## src/rtl/apr_pkg.sv

```systemverilog
// Shared types and constants for the aging page replacement block.
// Used by apr_cell, apr_ctrl, aging_page_replacement, the checker and the testbench; depends on nothing.
package apr_pkg;

    // Fixed field widths of the external interface.
    localparam int PAGE_NUM_W  = 16;
    localparam int FRAME_OUT_W = 4;
    localparam int LIMIT_W     = 5;
    localparam int TOTAL_W     = 32;

    // Width of one aging counter.
    localparam int AGE_W = 8;

    // Reset value of the frame limit register.
    localparam logic [LIMIT_W-1:0] LIMIT_RESET = 5'd16;

    // Commands broadcast from the controller to every frame cell.
    typedef struct packed {
        logic age_step;    // hit: set reference bits and age all filled frames
        logic write;       // miss: load the page into the selected frame
        logic scan_start;  // launch a minimum-search token at frame 0
    } apr_cmd_t;

    // Controller states.
    typedef enum logic [1:0] {
        ST_IDLE,
        ST_LOOKUP,
        ST_SCAN,
        ST_EVICT
    } apr_state_t;

endpackage

```

## src/rtl/apr_cell.sv

```systemverilog
// One page frame: tag, aging counter and one stage of the victim search chain.
// Depends on apr_pkg for the command struct and the counter width.
module apr_cell
    import apr_pkg::*;
#(
    parameter int PAGE_BITS = 16,
    parameter int IDX_W     = 4,
    parameter int IDX       = 0
)
(
    input  logic                 clk,
    input  logic                 rst_n,
    input  apr_cmd_t             cmd,
    input  logic [PAGE_BITS-1:0] page,
    input  logic [IDX_W-1:0]     wr_idx,
    input  logic                 filled,
    input  logic                 in_range,
    input  logic                 prev_valid,
    input  logic [AGE_W-1:0]     prev_age,
    input  logic [IDX_W-1:0]     prev_idx,
    input  logic [PAGE_BITS-1:0] prev_tag,
    output logic                 match,
    output logic                 scan_valid,
    output logic [AGE_W-1:0]     scan_age,
    output logic [IDX_W-1:0]     scan_idx,
    output logic [PAGE_BITS-1:0] scan_tag
);

    logic [PAGE_BITS-1:0] tag_reg, tag_next;
    logic [AGE_W-1:0]     age_reg, age_next;
    logic                 scan_valid_reg, scan_valid_next;
    logic [AGE_W-1:0]     scan_age_reg, scan_age_next;
    logic [IDX_W-1:0]     scan_idx_reg, scan_idx_next;
    logic [PAGE_BITS-1:0] scan_tag_reg, scan_tag_next;
    logic                 sel;
    logic                 start;

    // Tag compare against the page under lookup; only filled frames count.
    assign match = filled && (tag_reg == page);
    assign sel   = (wr_idx == IDX_W'(IDX));
    assign start = cmd.scan_start && (IDX == 0);

    // Frame update. The reference bit of this frame is the match itself,
    // and it goes straight into the top bit of the shifted counter.
    always_comb
    begin
        tag_next = tag_reg;
        age_next = age_reg;
        if (cmd.write && sel)
        begin
            tag_next = page;
            age_next = '0;
        end
        else if (cmd.age_step && filled)
        begin
            age_next = {match, age_reg[AGE_W-1:1]};
        end
    end

    // Search chain stage. The token keeps the smallest counter seen so far;
    // on a tie the earlier (lower index) frame stays in front.
    always_comb
    begin
        scan_valid_next = in_range && (start || prev_valid);
        if (start || (prev_valid && (age_reg < prev_age)))
        begin
            scan_age_next = age_reg;
            scan_idx_next = IDX_W'(IDX);
            scan_tag_next = tag_reg;
        end
        else
        begin
            scan_age_next = prev_age;
            scan_idx_next = prev_idx;
            scan_tag_next = prev_tag;
        end
    end

    // Token valid bit is control state.
    always_ff @(posedge clk or negedge rst_n)
    begin
        if (!rst_n)
        begin
            scan_valid_reg <= 1'b0;
        end
        else
        begin
            scan_valid_reg <= scan_valid_next;
        end
    end

    // Frame contents and token payload need no reset.
    always_ff @(posedge clk)
    begin
        tag_reg      <= tag_next;
        age_reg      <= age_next;
        scan_age_reg <= scan_age_next;
        scan_idx_reg <= scan_idx_next;
        scan_tag_reg <= scan_tag_next;
    end

    assign scan_valid = scan_valid_reg;
    assign scan_age   = scan_age_reg;
    assign scan_idx   = scan_idx_reg;
    assign scan_tag   = scan_tag_reg;

endmodule

```

## src/rtl/apr_ctrl.sv

```systemverilog
// Sequencer for the aging page replacement block: handshakes, fill count,
// hit and miss totals, frame limit register and the result register. Uses apr_pkg.
module apr_ctrl
    import apr_pkg::*;
#(
    parameter int FRAMES    = 16,
    parameter int PAGE_BITS = 16,
    parameter int IDX_W     = 4,
    parameter int CNT_W     = 5
)
(
    input  logic                   clk,
    input  logic                   rst_n,
    input  logic                   in_valid,
    output logic                   in_ready,
    input  logic [PAGE_NUM_W-1:0]  page_number,
    output logic                   out_valid,
    input  logic                   out_ready,
    output logic                   hit,
    output logic [FRAME_OUT_W-1:0] frame_index,
    output logic                   evicted,
    output logic [PAGE_NUM_W-1:0]  evicted_page,
    output logic [TOTAL_W-1:0]     hit_total,
    output logic [TOTAL_W-1:0]     miss_total,
    input  logic                   cfg_valid,
    output logic                   cfg_ready,
    input  logic [LIMIT_W-1:0]     frame_limit,
    input  logic                   hit_any,
    input  logic [IDX_W-1:0]       hit_idx,
    input  logic                   scan_done,
    input  logic [IDX_W-1:0]       victim_idx,
    input  logic [PAGE_BITS-1:0]   victim_tag,
    output apr_cmd_t               cmd,
    output logic [PAGE_BITS-1:0]   page,
    output logic [IDX_W-1:0]       wr_idx,
    output logic [CNT_W-1:0]       filled,
    output logic [CNT_W-1:0]       lim
);

    apr_state_t               state_reg, state_next;
    logic [PAGE_BITS-1:0]     page_reg, page_next;
    logic [CNT_W-1:0]         filled_reg, filled_next;
    logic [TOTAL_W-1:0]       hit_count_reg, hit_count_next;
    logic [TOTAL_W-1:0]       miss_count_reg, miss_count_next;
    logic [LIMIT_W-1:0]       limit_reg, limit_next;
    logic [IDX_W-1:0]         victim_idx_reg, victim_idx_next;
    logic [PAGE_BITS-1:0]     victim_tag_reg, victim_tag_next;
    logic                     out_valid_reg, out_valid_next;
    logic                     hit_reg, hit_next;
    logic [FRAME_OUT_W-1:0]   frame_reg, frame_next;
    logic                     evicted_reg, evicted_next;
    logic [PAGE_NUM_W-1:0]    evicted_page_reg, evicted_page_next;
    logic                     out_free;
    logic                     load_out;

    // Effective limit: zero acts as one, anything above FRAMES saturates.
    always_comb
    begin
        if (limit_reg == '0)
        begin
            lim = CNT_W'(1);
        end
        else if (32'(limit_reg) > FRAMES)
        begin
            lim = CNT_W'(FRAMES);
        end
        else
        begin
            lim = CNT_W'(limit_reg);
        end
    end

    assign out_free  = !out_valid_reg || out_ready;
    assign in_ready  = (state_reg == ST_IDLE);
    assign cfg_ready = 1'b1;

    // Next state, frame commands and result loading.
    always_comb
    begin
        state_next        = state_reg;
        page_next         = page_reg;
        filled_next       = filled_reg;
        hit_count_next    = hit_count_reg;
        miss_count_next   = miss_count_reg;
        limit_next        = limit_reg;
        victim_idx_next   = victim_idx_reg;
        victim_tag_next   = victim_tag_reg;
        hit_next          = hit_reg;
        frame_next        = frame_reg;
        evicted_next      = evicted_reg;
        evicted_page_next = evicted_page_reg;
        cmd               = '0;
        wr_idx            = victim_idx_reg;
        load_out          = 1'b0;

        if (cfg_valid)
        begin
            limit_next = frame_limit;
        end

        unique case (state_reg)
            ST_IDLE:
            begin
                if (in_valid)
                begin
                    page_next  = PAGE_BITS'(page_number);
                    state_next = ST_LOOKUP;
                end
            end
            ST_LOOKUP:
            begin
                if (hit_any)
                begin
                    // Hit: age every filled frame, count and report.
                    if (out_free)
                    begin
                        cmd.age_step      = 1'b1;
                        hit_count_next    = hit_count_reg + 32'd1;
                        load_out          = 1'b1;
                        hit_next          = 1'b1;
                        frame_next        = FRAME_OUT_W'(hit_idx);
                        evicted_next      = 1'b0;
                        evicted_page_next = '0;
                        state_next        = ST_IDLE;
                    end
                end
                else if (filled_reg < lim)
                begin
                    // Miss with a free frame: fill the next one in order.
                    wr_idx = IDX_W'(filled_reg);
                    if (out_free)
                    begin
                        cmd.write         = 1'b1;
                        filled_next       = filled_reg + CNT_W'(1);
                        miss_count_next   = miss_count_reg + 32'd1;
                        load_out          = 1'b1;
                        hit_next          = 1'b0;
                        frame_next        = FRAME_OUT_W'(filled_reg);
                        evicted_next      = 1'b0;
                        evicted_page_next = '0;
                        state_next        = ST_IDLE;
                    end
                end
                else
                begin
                    // Miss with no free frame: search for the oldest page.
                    cmd.scan_start = 1'b1;
                    state_next     = ST_SCAN;
                end
            end
            ST_SCAN:
            begin
                if (scan_done)
                begin
                    victim_idx_next = victim_idx;
                    victim_tag_next = victim_tag;
                    state_next      = ST_EVICT;
                end
            end
            ST_EVICT:
            begin
                if (out_free)
                begin
                    cmd.write         = 1'b1;
                    miss_count_next   = miss_count_reg + 32'd1;
                    load_out          = 1'b1;
                    hit_next          = 1'b0;
                    frame_next        = FRAME_OUT_W'(victim_idx_reg);
                    evicted_next      = 1'b1;
                    evicted_page_next = PAGE_NUM_W'(victim_tag_reg);
                    state_next        = ST_IDLE;
                end
            end
            default:
            begin
                state_next = ST_IDLE;
            end
        endcase

        if (load_out)
        begin
            out_valid_next = 1'b1;
        end
        else if (out_ready)
        begin
            out_valid_next = 1'b0;
        end
        else
        begin
            out_valid_next = out_valid_reg;
        end
    end

    // Control state and counters.
    always_ff @(posedge clk or negedge rst_n)
    begin
        if (!rst_n)
        begin
            state_reg      <= ST_IDLE;
            filled_reg     <= '0;
            hit_count_reg  <= '0;
            miss_count_reg <= '0;
            limit_reg      <= LIMIT_RESET;
            out_valid_reg  <= 1'b0;
        end
        else
        begin
            state_reg      <= state_next;
            filled_reg     <= filled_next;
            hit_count_reg  <= hit_count_next;
            miss_count_reg <= miss_count_next;
            limit_reg      <= limit_next;
            out_valid_reg  <= out_valid_next;
        end
    end

    // Payload registers.
    always_ff @(posedge clk)
    begin
        page_reg         <= page_next;
        victim_idx_reg   <= victim_idx_next;
        victim_tag_reg   <= victim_tag_next;
        hit_reg          <= hit_next;
        frame_reg        <= frame_next;
        evicted_reg      <= evicted_next;
        evicted_page_reg <= evicted_page_next;
    end

    assign page         = page_reg;
    assign filled       = filled_reg;
    assign out_valid    = out_valid_reg;
    assign hit          = hit_reg;
    assign frame_index  = frame_reg;
    assign evicted      = evicted_reg;
    assign evicted_page = evicted_page_reg;
    assign hit_total    = hit_count_reg;
    assign miss_total   = miss_count_reg;

`ifndef SYNTHESIS
    // The totals move only when a new beat is loaded into a free result slot.
    assert property (@(posedge clk) disable iff (!rst_n)
        (out_valid_reg && !out_ready) |=>
            ($stable(hit_count_reg) && $stable(miss_count_reg)))
        else $error("totals changed while a result beat was waiting");

    // A hit that finds the result slot free is counted once.
    assert property (@(posedge clk) disable iff (!rst_n)
        (state_reg == ST_LOOKUP && hit_any && out_free) |=>
            (hit_count_reg == $past(hit_count_reg) + 32'd1))
        else $error("hit not counted");

    // The search chain reports only while the sequencer waits for it.
    assert property (@(posedge clk) disable iff (!rst_n)
        scan_done |-> (state_reg == ST_SCAN))
        else $error("stray search result");

    // The fill count never runs past the number of frames.
    assert property (@(posedge clk) disable iff (!rst_n)
        32'(filled_reg) <= FRAMES)
        else $error("fill count beyond frame count");
`endif

endmodule

```

## src/rtl/aging_page_replacement.sv

```systemverilog
// A hit, or a miss into a free frame, is resolved in ST_LOOKUP, which loads its result beat once
// the result slot is free. A miss with all frames in use runs a victim search token down the first
// lim cells, one frame per cycle, lim being the effective frame limit; ST_SCAN waits for the
// result and ST_EVICT writes the page once the result slot is free. One reference is in flight
// at a time: a new beat is taken only in ST_IDLE, after the result of the last one is loaded.
// Reset (async, active low) clears the counters, the fill count and sets the limit to 16;
// frame tags and counters are not cleared, since only filled frames are ever read.
module aging_page_replacement
    import apr_pkg::*;
#(
    parameter int FRAMES    = 16,
    parameter int PAGE_BITS = 16
)
(
    input  logic                   clk,
    input  logic                   rst_n,
    input  logic                   in_valid,
    output logic                   in_ready,
    input  logic [PAGE_NUM_W-1:0]  page_number,
    output logic                   out_valid,
    input  logic                   out_ready,
    output logic                   hit,
    output logic [FRAME_OUT_W-1:0] frame_index,
    output logic                   evicted,
    output logic [PAGE_NUM_W-1:0]  evicted_page,
    output logic [TOTAL_W-1:0]     hit_total,
    output logic [TOTAL_W-1:0]     miss_total,
    input  logic                   cfg_valid,
    output logic                   cfg_ready,
    input  logic [LIMIT_W-1:0]     frame_limit
);

    localparam int IDX_W = (FRAMES > 1) ? $clog2(FRAMES) : 1;
    localparam int CNT_W = $clog2(FRAMES + 1);

    apr_cmd_t             cmd;
    logic [PAGE_BITS-1:0] page;
    logic [IDX_W-1:0]     wr_idx;
    logic [CNT_W-1:0]     filled;
    logic [CNT_W-1:0]     lim;
    logic                 hit_any;
    logic [IDX_W-1:0]     hit_idx;
    logic                 scan_done;
    logic [IDX_W-1:0]     victim_idx;
    logic [PAGE_BITS-1:0] victim_tag;

    logic [FRAMES-1:0]    match_vec;
    logic [FRAMES-1:0]    done_vec;
    logic [FRAMES-1:0]    scan_v;
    logic [AGE_W-1:0]     scan_age [FRAMES];
    logic [IDX_W-1:0]     scan_idx [FRAMES];
    logic [PAGE_BITS-1:0] scan_tag [FRAMES];

    apr_ctrl #(
        .FRAMES    (FRAMES),
        .PAGE_BITS (PAGE_BITS),
        .IDX_W     (IDX_W),
        .CNT_W     (CNT_W)
    ) u_ctrl (
        .clk          (clk),
        .rst_n        (rst_n),
        .in_valid     (in_valid),
        .in_ready     (in_ready),
        .page_number  (page_number),
        .out_valid    (out_valid),
        .out_ready    (out_ready),
        .hit          (hit),
        .frame_index  (frame_index),
        .evicted      (evicted),
        .evicted_page (evicted_page),
        .hit_total    (hit_total),
        .miss_total   (miss_total),
        .cfg_valid    (cfg_valid),
        .cfg_ready    (cfg_ready),
        .frame_limit  (frame_limit),
        .hit_any      (hit_any),
        .hit_idx      (hit_idx),
        .scan_done    (scan_done),
        .victim_idx   (victim_idx),
        .victim_tag   (victim_tag),
        .cmd          (cmd),
        .page         (page),
        .wr_idx       (wr_idx),
        .filled       (filled),
        .lim          (lim)
    );

    // Row of frame cells; each passes its search token to the next one.
    for (genvar i = 0; i < FRAMES; i++)
    begin : g_cell
        logic                 prev_valid;
        logic [AGE_W-1:0]     prev_age;
        logic [IDX_W-1:0]     prev_idx;
        logic [PAGE_BITS-1:0] prev_tag;
        logic                 filled_i;
        logic                 in_range_i;

        if (i == 0)
        begin : g_head
            assign prev_valid = 1'b0;
            assign prev_age   = '0;
            assign prev_idx   = '0;
            assign prev_tag   = '0;
        end
        else
        begin : g_link
            assign prev_valid = scan_v[i-1];
            assign prev_age   = scan_age[i-1];
            assign prev_idx   = scan_idx[i-1];
            assign prev_tag   = scan_tag[i-1];
        end

        assign filled_i    = (CNT_W'(i) < filled);
        assign in_range_i  = (CNT_W'(i) < lim);
        assign done_vec[i] = scan_v[i] && (CNT_W'(i + 1) == lim);

        apr_cell #(
            .PAGE_BITS (PAGE_BITS),
            .IDX_W     (IDX_W),
            .IDX       (i)
        ) u_cell (
            .clk        (clk),
            .rst_n      (rst_n),
            .cmd        (cmd),
            .page       (page),
            .wr_idx     (wr_idx),
            .filled     (filled_i),
            .in_range   (in_range_i),
            .prev_valid (prev_valid),
            .prev_age   (prev_age),
            .prev_idx   (prev_idx),
            .prev_tag   (prev_tag),
            .match      (match_vec[i]),
            .scan_valid (scan_v[i]),
            .scan_age   (scan_age[i]),
            .scan_idx   (scan_idx[i]),
            .scan_tag   (scan_tag[i])
        );
    end

    // Filled tags are distinct, so at most one cell matches and at most one
    // token finishes; both selections are plain AND-OR merges.
    always_comb
    begin
        hit_idx    = '0;
        victim_idx = '0;
        victim_tag = '0;
        for (int i = 0; i < FRAMES; i++)
        begin
            if (match_vec[i])
            begin
                hit_idx = hit_idx | IDX_W'(i);
            end
            if (done_vec[i])
            begin
                victim_idx = victim_idx | scan_idx[i];
                victim_tag = victim_tag | scan_tag[i];
            end
        end
    end

    assign hit_any   = |match_vec;
    assign scan_done = |done_vec;

`ifndef SYNTHESIS
    // A page is resident in at most one frame.
    assert property (@(posedge clk) disable iff (!rst_n)
        $onehot0(match_vec))
        else $error("page resident in more than one frame");

    // Only the last frame within the limit reports a search result.
    assert property (@(posedge clk) disable iff (!rst_n)
        $onehot0(done_vec))
        else $error("more than one search token finished");

    // A search only runs after a miss, so it never overlaps a match.
    assert property (@(posedge clk) disable iff (!rst_n)
        hit_any |-> !scan_done)
        else $error("search result during a hit");
`endif

endmodule

```

## config.mk

```make
export PLATFORM = sky130hd
export DESIGN_NAME = aging_page_replacement
export DESIGN_NICKNAME = d
export VERILOG_FILES = /design/src/rtl/apr_pkg.sv /design/src/rtl/apr_cell.sv /design/src/rtl/apr_ctrl.sv /design/src/rtl/aging_page_replacement.sv
export SDC_FILE = /design/constraint.sdc
export NUM_CORES = 2
export LEC_CHECK = 0
export ABC_CLOCK_PERIOD_IN_PS = 4180
export BUFFER_PORTS_ARGS = -buffer_cell sky130_fd_sc_hd__buf_2
export CAP_MARGIN = 15
export CORE_UTILIZATION = 55
export DETAILED_ROUTE_END_ITERATION = 8
export PLACE_DENSITY = 0.76
export SYNTH_ARGS = -nofsm -noshare
export SYNTH_HDL_FRONTEND = slang
export SYNTH_SLANG_ARGS = --single-unit
```

## constraint.sdc

```tcl
create_clock -name clk -period 4.18 [get_ports clk]
set_clock_uncertainty 0.05 [all_clocks]
set_input_delay 0.418 -clock clk [delete_from_list [all_inputs] [get_ports clk]]
set_output_delay 0.418 -clock clk [all_outputs]
set_load 0.01 [all_outputs]
```

# Yosys cells after proc, flatten, opt, wreduce, memory -nomap -nowiden
# Cells that the tools add are included.
op_classes:
  add_sub_neg: 3
  n_eq_ne: 58
  reduce_logical: 113
  n_mux: 123
  bitwise: 30
  magnitude_cmp: 49
op_table:
  columns: ["cell", "count"]
  rows:
  - ["16-bit 2-to-1 mux", 35]
  - ["16-bit == test", 16]
  - ["16-bit bitwise OR", 15]
  - ["8-bit < comparator", 15]
  - ["4-bit 2-to-1 mux", 30]
  - ["8-bit 2-to-1 mux", 14]
  - ["32-bit 2-to-1 mux", 3]
  - ["1-bit logical AND", 95]
  - ["4-bit by 5-bit < comparator with 1-bit output (first input constant)", 16]
  - ["32-bit by 1-bit adder with 32-bit output (second input constant)", 2]
  - ["32-bit one-hot mux with 2 select lines", 1]
  - ["4-bit by 5-bit == test with 1-bit output (first input constant)", 8]
  - ["3-bit by 5-bit < comparator with 1-bit output (first input constant)", 8]
  - ["4-bit == test (second input constant)", 8]
  - ["4-bit bitwise OR", 8]
  - ["16-bit one-hot mux with 2 select lines", 1]
  - ["16-bit OR reduction", 2]
  - ["3-bit by 5-bit == test with 1-bit output (first input constant)", 4]
  - ["1-bit by 5-bit < comparator with 1-bit output (first input constant)", 4]
  - ["2-bit by 5-bit < comparator with 1-bit output (first input constant)", 4]
  - ["1-bit 2-to-1 mux", 19]
  - ["4-bit by 3-bit == test with 1-bit output (second input constant)", 4]
  - ["2-bit 2-to-1 mux", 8]
  - ["4-bit by 3-bit bitwise OR with 4-bit output", 4]
  - ["30 further kinds", 52]
totals:
  out_inout_bits: 89
  reg_bits: 960
  input_bits: 26
  wordCells: 483

# Logic depth before layout (Yosys ltp)
depth:
  depth_word: 36
  ltp_mapped: 14
  ltp_nobuf: 10

# Cells and area by module
# A second synthesis with hierarchy kept.
unflattened:
  cells_unflattened: 3425
  area_unflattened_um2: 41359.7
modules_own_cells:
  columns: ["module", "seq_area_each_um2", "cells_per_inst", "area_per_inst_um2", "n_inst"]
  rows:
  - ["apr_cell (g_cell[10].u_cell ...)", 1226.2, 163, 2053.2, 5]
  - ["apr_cell (g_cell[11].u_cell ...)", 1226.2, 164, 2058.2, 4]
  - ["apr_ctrl", 3669.8, 453, 5869.4, 1]
  - ["apr_cell (g_cell[4].u_cell ...)", 1226.2, 163, 2057.0, 2]
  - ["apr_cell (g_cell[13].u_cell ...)", 1226.2, 163, 2050.7, 2]
  - ["aging_page_replacement", 0.0, 356, 2434.8, 1]
  - ["apr_cell (g_cell[0].u_cell)", 1226.2, 164, 2144.6, 1]
  - ["apr_cell (g_cell[15].u_cell)", 1226.2, 164, 2129.5, 1]
  - ["apr_cell (g_cell[3].u_cell)", 1226.2, 165, 2067.0, 1]

# Least setup slack after synthesis
# OpenSTA, ideal clock, no wires.
synth_timing:
  kind: "register -> register"
  startpoint: "register u_ctrl.page_reg[2] (netlist: u_ctrl.page[2])"
  endpoint: "register u_ctrl.evicted_page_reg[0] (netlist: u_ctrl.evicted_page[0]), enable pin"
  setup_ps: 394
  arrival_time_ps: 3516
  required_ps: 3736
  path_stages_with_launch: 12
  n_path_buf: 3
  period_less_slack_ps: 3960
  setup_slack_ps: 220
  path_cell_list: "edfxtp_1 buf_4 xor2_1 nor4_1 nand2_1 or4_1 nor3b_1 nand4_1 clkbuf_1 clkbuf_1 nor2_1 a21oi_1"
synth_via:
  elab_chain_cells: 5
  word_cells_on_any_way: 35
  cone_classes: "eq/ne: 17; reduce/logical: 18"
synth_rtl:
  columns: ["item", "line_no", "rtl"]
  rows:
  - ["start, declared", "apr_ctrl.sv:41", "logic [PAGE_BITS-1:0] page_reg, page_next;"]
  - ["start signal, assigned", "apr_ctrl.sv:220", "page_reg <= page_next;"]
  - ["16-bit == test", "apr_cell.sv:39", "assign match = filled && (tag_reg == page);"]
  - ["1-bit logical AND", "apr_cell.sv:39", null]
  - ["16-bit OR reduction (*)", "aging_page_replacement.sv:162", "assign hit_any = |match_vec;"]
  - ["3-bit by 2-bit != test with 1-bit output (no line) (*)", null, null]
  - ["3-bit AND reduction (no line) (*)", null, null]
  - ["end signal, assigned", "apr_ctrl.sv:226", "evicted_page_reg <= evicted_page_next;"]
  - ["end, declared", "apr_ctrl.sv:52", "logic [PAGE_NUM_W-1:0] evicted_page_reg, evicted_page_next;"]
# Mark *: on every way between the ends. The rest lies on a longest branch, timed or not.
# A chain may end at the register's enable or synchronous reset.

# Worst setup path after layout
layout_timing:
  startpoint: "register u_ctrl.filled_reg[3] (netlist: u_ctrl.filled[3])"
  endpoint: "register g_cell[10].u_cell.tag_reg[7], enable pin"
layout_via:
  elab_chain_cells: 7
  word_cells_on_any_way: 42
  cone_classes: "order compare: 17; eq/ne: 1; mux: 6; reduce/logical: 18"
layout_rtl:
  columns: ["item", "line_no", "rtl"]
  rows:
  - ["start, declared", "apr_ctrl.sv:42", "logic [CNT_W-1:0] filled_reg, filled_next;"]
  - ["start signal, assigned", "apr_ctrl.sv:209", "filled_reg <= filled_next;"]
  - ["1-bit by 5-bit < comparator with 1-bit output (tied with other cells)", "aging_page_replacement.sv:113", "assign filled_i = (CNT_W'(i) < filled);"]
  - ["1-bit logical AND", "apr_cell.sv:39", null]
  - ["16-bit OR reduction", "aging_page_replacement.sv:162", null]
  - ["4-bit 2-to-1 mux", "apr_ctrl.sv:112", "if (hit_any)"]
  - ["4-bit 2-to-1 mux", "apr_ctrl.sv:101", "unique case (state_reg)"]
  - ["4-bit == test", "apr_cell.sv:40", "assign sel = (wr_idx == IDX_W'(IDX));"]
  - ["1-bit logical AND (*)", "apr_cell.sv:49", "if (cmd.write && sel)"]
  - ["end signal, assigned", "apr_cell.sv:95", "tag_reg <= tag_next;"]
  - ["end, declared", "apr_cell.sv:29", "logic [PAGE_BITS-1:0] tag_reg, tag_next;"]
# Marked as above.

==> qor.yml <==
outcome: "completed"
synth_simple_gate_area_share: 0.0995
p_per_area_nw_per_um2: 531
dp_hpwl_um: 80300
nets: 3617
grt_pass1_wl_um: 167000
synth_flop_cell: "dfxtp_1"
via_per_inst: 5.98
setup_viol: 0
ys_ff_latch: 960
hold_viol: 0
slew_headroom: 0.289
rsz0062_at_grt: "no"
syn_inst: 3232
fmax_mhz: 244
syn_area_per_cell_um2: 12.3
worstHoldPathType: "in2reg"
cts.clk_slew.worst_paths_ns: 0.07
gr-total-overflow: 0
die_y_um: 271
grt_max_degree: 64
wl_um: 113000
p_leak_uw: 0.0185
vdd_drop_max_uv: 350
synth_compound_area_frac: 0.0724
end_kind: "flop"
yosysWarningCount: 0
postRouteAntennaNets: 0
cts_buffers: 97
clock_insertion_delay_worst_skew_ns: 0.68
initial_core_util: 0.556
yosys-mux-area-fraction: 0.119
gp_congestion: 0.996
period_minus_slack_ns: 4.09
route.vias.total: 27009
first_pass_iters: 8
synth_xor_area_frac: 0.0708
synth_area_leaders: "dfxtp_1 (28%), edfxtp_1 (24%), mux2_2 (10%), dfrtp_1 (5.8%), xor2_1 (5.1%)"
clockBufferDepth: 3
rows: 98
cts.sink_count: 960
synth_adder_area_share: 0.0352
crit_type: "reg2reg"
synth_top_family_by_area: "multiplexers"
synth_top_area_cell: "dfxtp_1"
ios: 115
timing.hold.ws_ns: 0.113
layoutNonFillerInstCount: 4518
fin_crit_sh: 0.979
synth_edf_count: 314
drcViolationCount: 0
max_cap_viol_count: 0
cp_max_fo: 12
wl_met1_um: 45200
grt_use_total: 0.304
yosysUniqueCellTypes: 64
yosysTopAreaCellShare: 0.278
async_flop_share: 0.0969
clockRootBuffer: "clkbuf_16"
crit_path_start_kind: "flop"
met2_length_um: 50200
fill_cells: 5361
die_w_um: 271
routedWlPerCell_um: 25.0
coreArea_um2: 71600
met3WireLength_um: 12900
syn2layout_area_growth_pct: 16.3
syn_nets: 3370
numPortBuffers: 113
antenna_found_initial: 5
cp.required_ns: 4.50
finalSetupTns_ns: 0
grt_pass1_vias: 26230
dp.cells: 4299
tritoncts: "built"
worstPathArrival_ns: 4.41
die-area_um2: 73500
worstMarginPinSlew_ns: 1.06
yosysSeqAreaShare: 0.573
power_uw: 24600
htreeDepth: 3
routed.top_layer: "met5"
drive_gt1_frac: 0.249
drt-initial-drc-count: 3472
drv_slew: 0
syn_area_um2: 39800
final cells by class:
class | count | area (µm²) | share of cell area
antenna | 4 | 10.0 | 0.000216
clock buffer | 133 | 2790 | 0.0602
clock inverter | 51 | 602 | 0.0130
inverter | 118 | 443 | 0.00956
multi-input combinational | 2001 | 16000 | 0.345
sequential | 960 | 22800 | 0.493
tap | 950 | 1190 | 0.0257
timing repair buffer | 301 | 2470 | 0.0533
layout by cell type (no fill, tap or decap), types with 32 or more instances in the layout:
master / instances
a22oi_1: 94
ha_1: 112
and3_1: 35
xor2_1: 231
dfxtp_1: 553
nand2b_1: 41
buf_12: 34
mux2_2: 358
nor2_1: 120
clkbuf_16: 101
nor3_1: 32
a21o_1: 92
edfxtp_1: 314
buf_4: 131
dfrtp_1: 92
nor4_1: 68
a21oi_1: 66
buf_2: 112
inv_1: 118
nand3_1: 110
nand4_1: 41
xnor2_1: 91
nand2_1: 133
mux2i_1: 72
and2_1: 34
critical path, cell delays in order, from the launching register on:
cell and delay, ns:
dfrtp_1 0.40, buf_4 0.19, or2_2 0.37, a21oi_1 0.35
or4_1 0.22, o22ai_1 0.11, buf_4 0.14, nor4_2 0.26
nand4_1 0.22, buf_4 0.19, or4_1 0.57, a21oi_4 0.47
buf_8 0.24
report_power, final:
group	switching [µW]	internal [µW]
Combinational	2430	1500
Clock	3790	5290
Sequential	824	10800
kinds of logic (layout without fill, tap and decap cells):
logic type	after synthesis	in the layout
compound gates	400	401
xor+xnor	322	322
fa+ha+maj	112	112
buf+inv	272	603
flops	960	960
mux	430	430
other cells	1	5
simple gates	735	735
stage by stage:
step	worst slack, ns	area, µm²	util
floorplan	0.220	39800	-
global placement	-0.249	42500	0.594
detailed placement	-0.231	42500	0.594
CTS	0.0495	46200	0.645
global route	0.0210	46300	0.647
finish	0.0890	46300	0.647
metal layers:
metal,GRT usage,vias up
li1,-,12143
met5,0,-
met4,0.120,8
met2,0.467,1463
met3,0.0796,285
met1,0.410,13110
timing repair:
item / in CTS / in global routing
endpoints found under the setup margin: 127 / 63
endpoints found under the hold margin: 83 / 0
buffers inserted: 0 / 7
cloned: 1 / 0
pin swaps: 0 / 6
hold buffers: 23 / 0
resized for setup: 6 / 0
final timing paths:
path | startpoint | end | slack [ns] | depth (start not counted)
worst max register to register | u_ctrl.filled[3]$_DFFE_PN0P_ | g_cell[10].u_cell.tag_reg[7]$_DFFE_PP_ | 0.09 | 12
worst min-delay path | cfg_valid | u_ctrl.limit_reg[3]$_DFFE_PN0P_ | 0.11 | 2
worst max-delay path | u_ctrl.filled[3]$_DFFE_PN0P_ | g_cell[10].u_cell.tag_reg[7]$_DFFE_PP_ | 0.09 | 12
max in group asynchronous | rst_n | u_ctrl.limit_reg[4]$_DFFE_PN1P_ | 2.75 | 3
min in group asynchronous | rst_n | u_ctrl.hit_total[22]$_DFFE_PN0P_ | 0.36 | 2
worst min register to register | g_cell[12].u_cell.scan_idx[2]$_SDFF_PP1_ | g_cell[13].u_cell.scan_idx[2]$_SDFF_PP1_ | 0.38 | 1
synth_stat cells (82+ instances only):
| cell | count |
|---|---|
| inv_1 | 118 |
| a22oi_1 | 94 |
| a21oi_1 | 82 |
| dfrtp_1 | 92 |
| xor2_1 | 231 |
| dfxtp_1 | 553 |
| ha_1 | 112 |
| mux2_2 | 358 |
| xnor2_1 | 91 |
| nand2_1 | 133 |
| clkbuf_1 | 93 |
| nor2_1 | 120 |
| a21o_1 | 92 |
| nand3_1 | 110 |
| edfxtp_1 | 314 |
No activity file was read; power rests on OpenSTA's default activity.
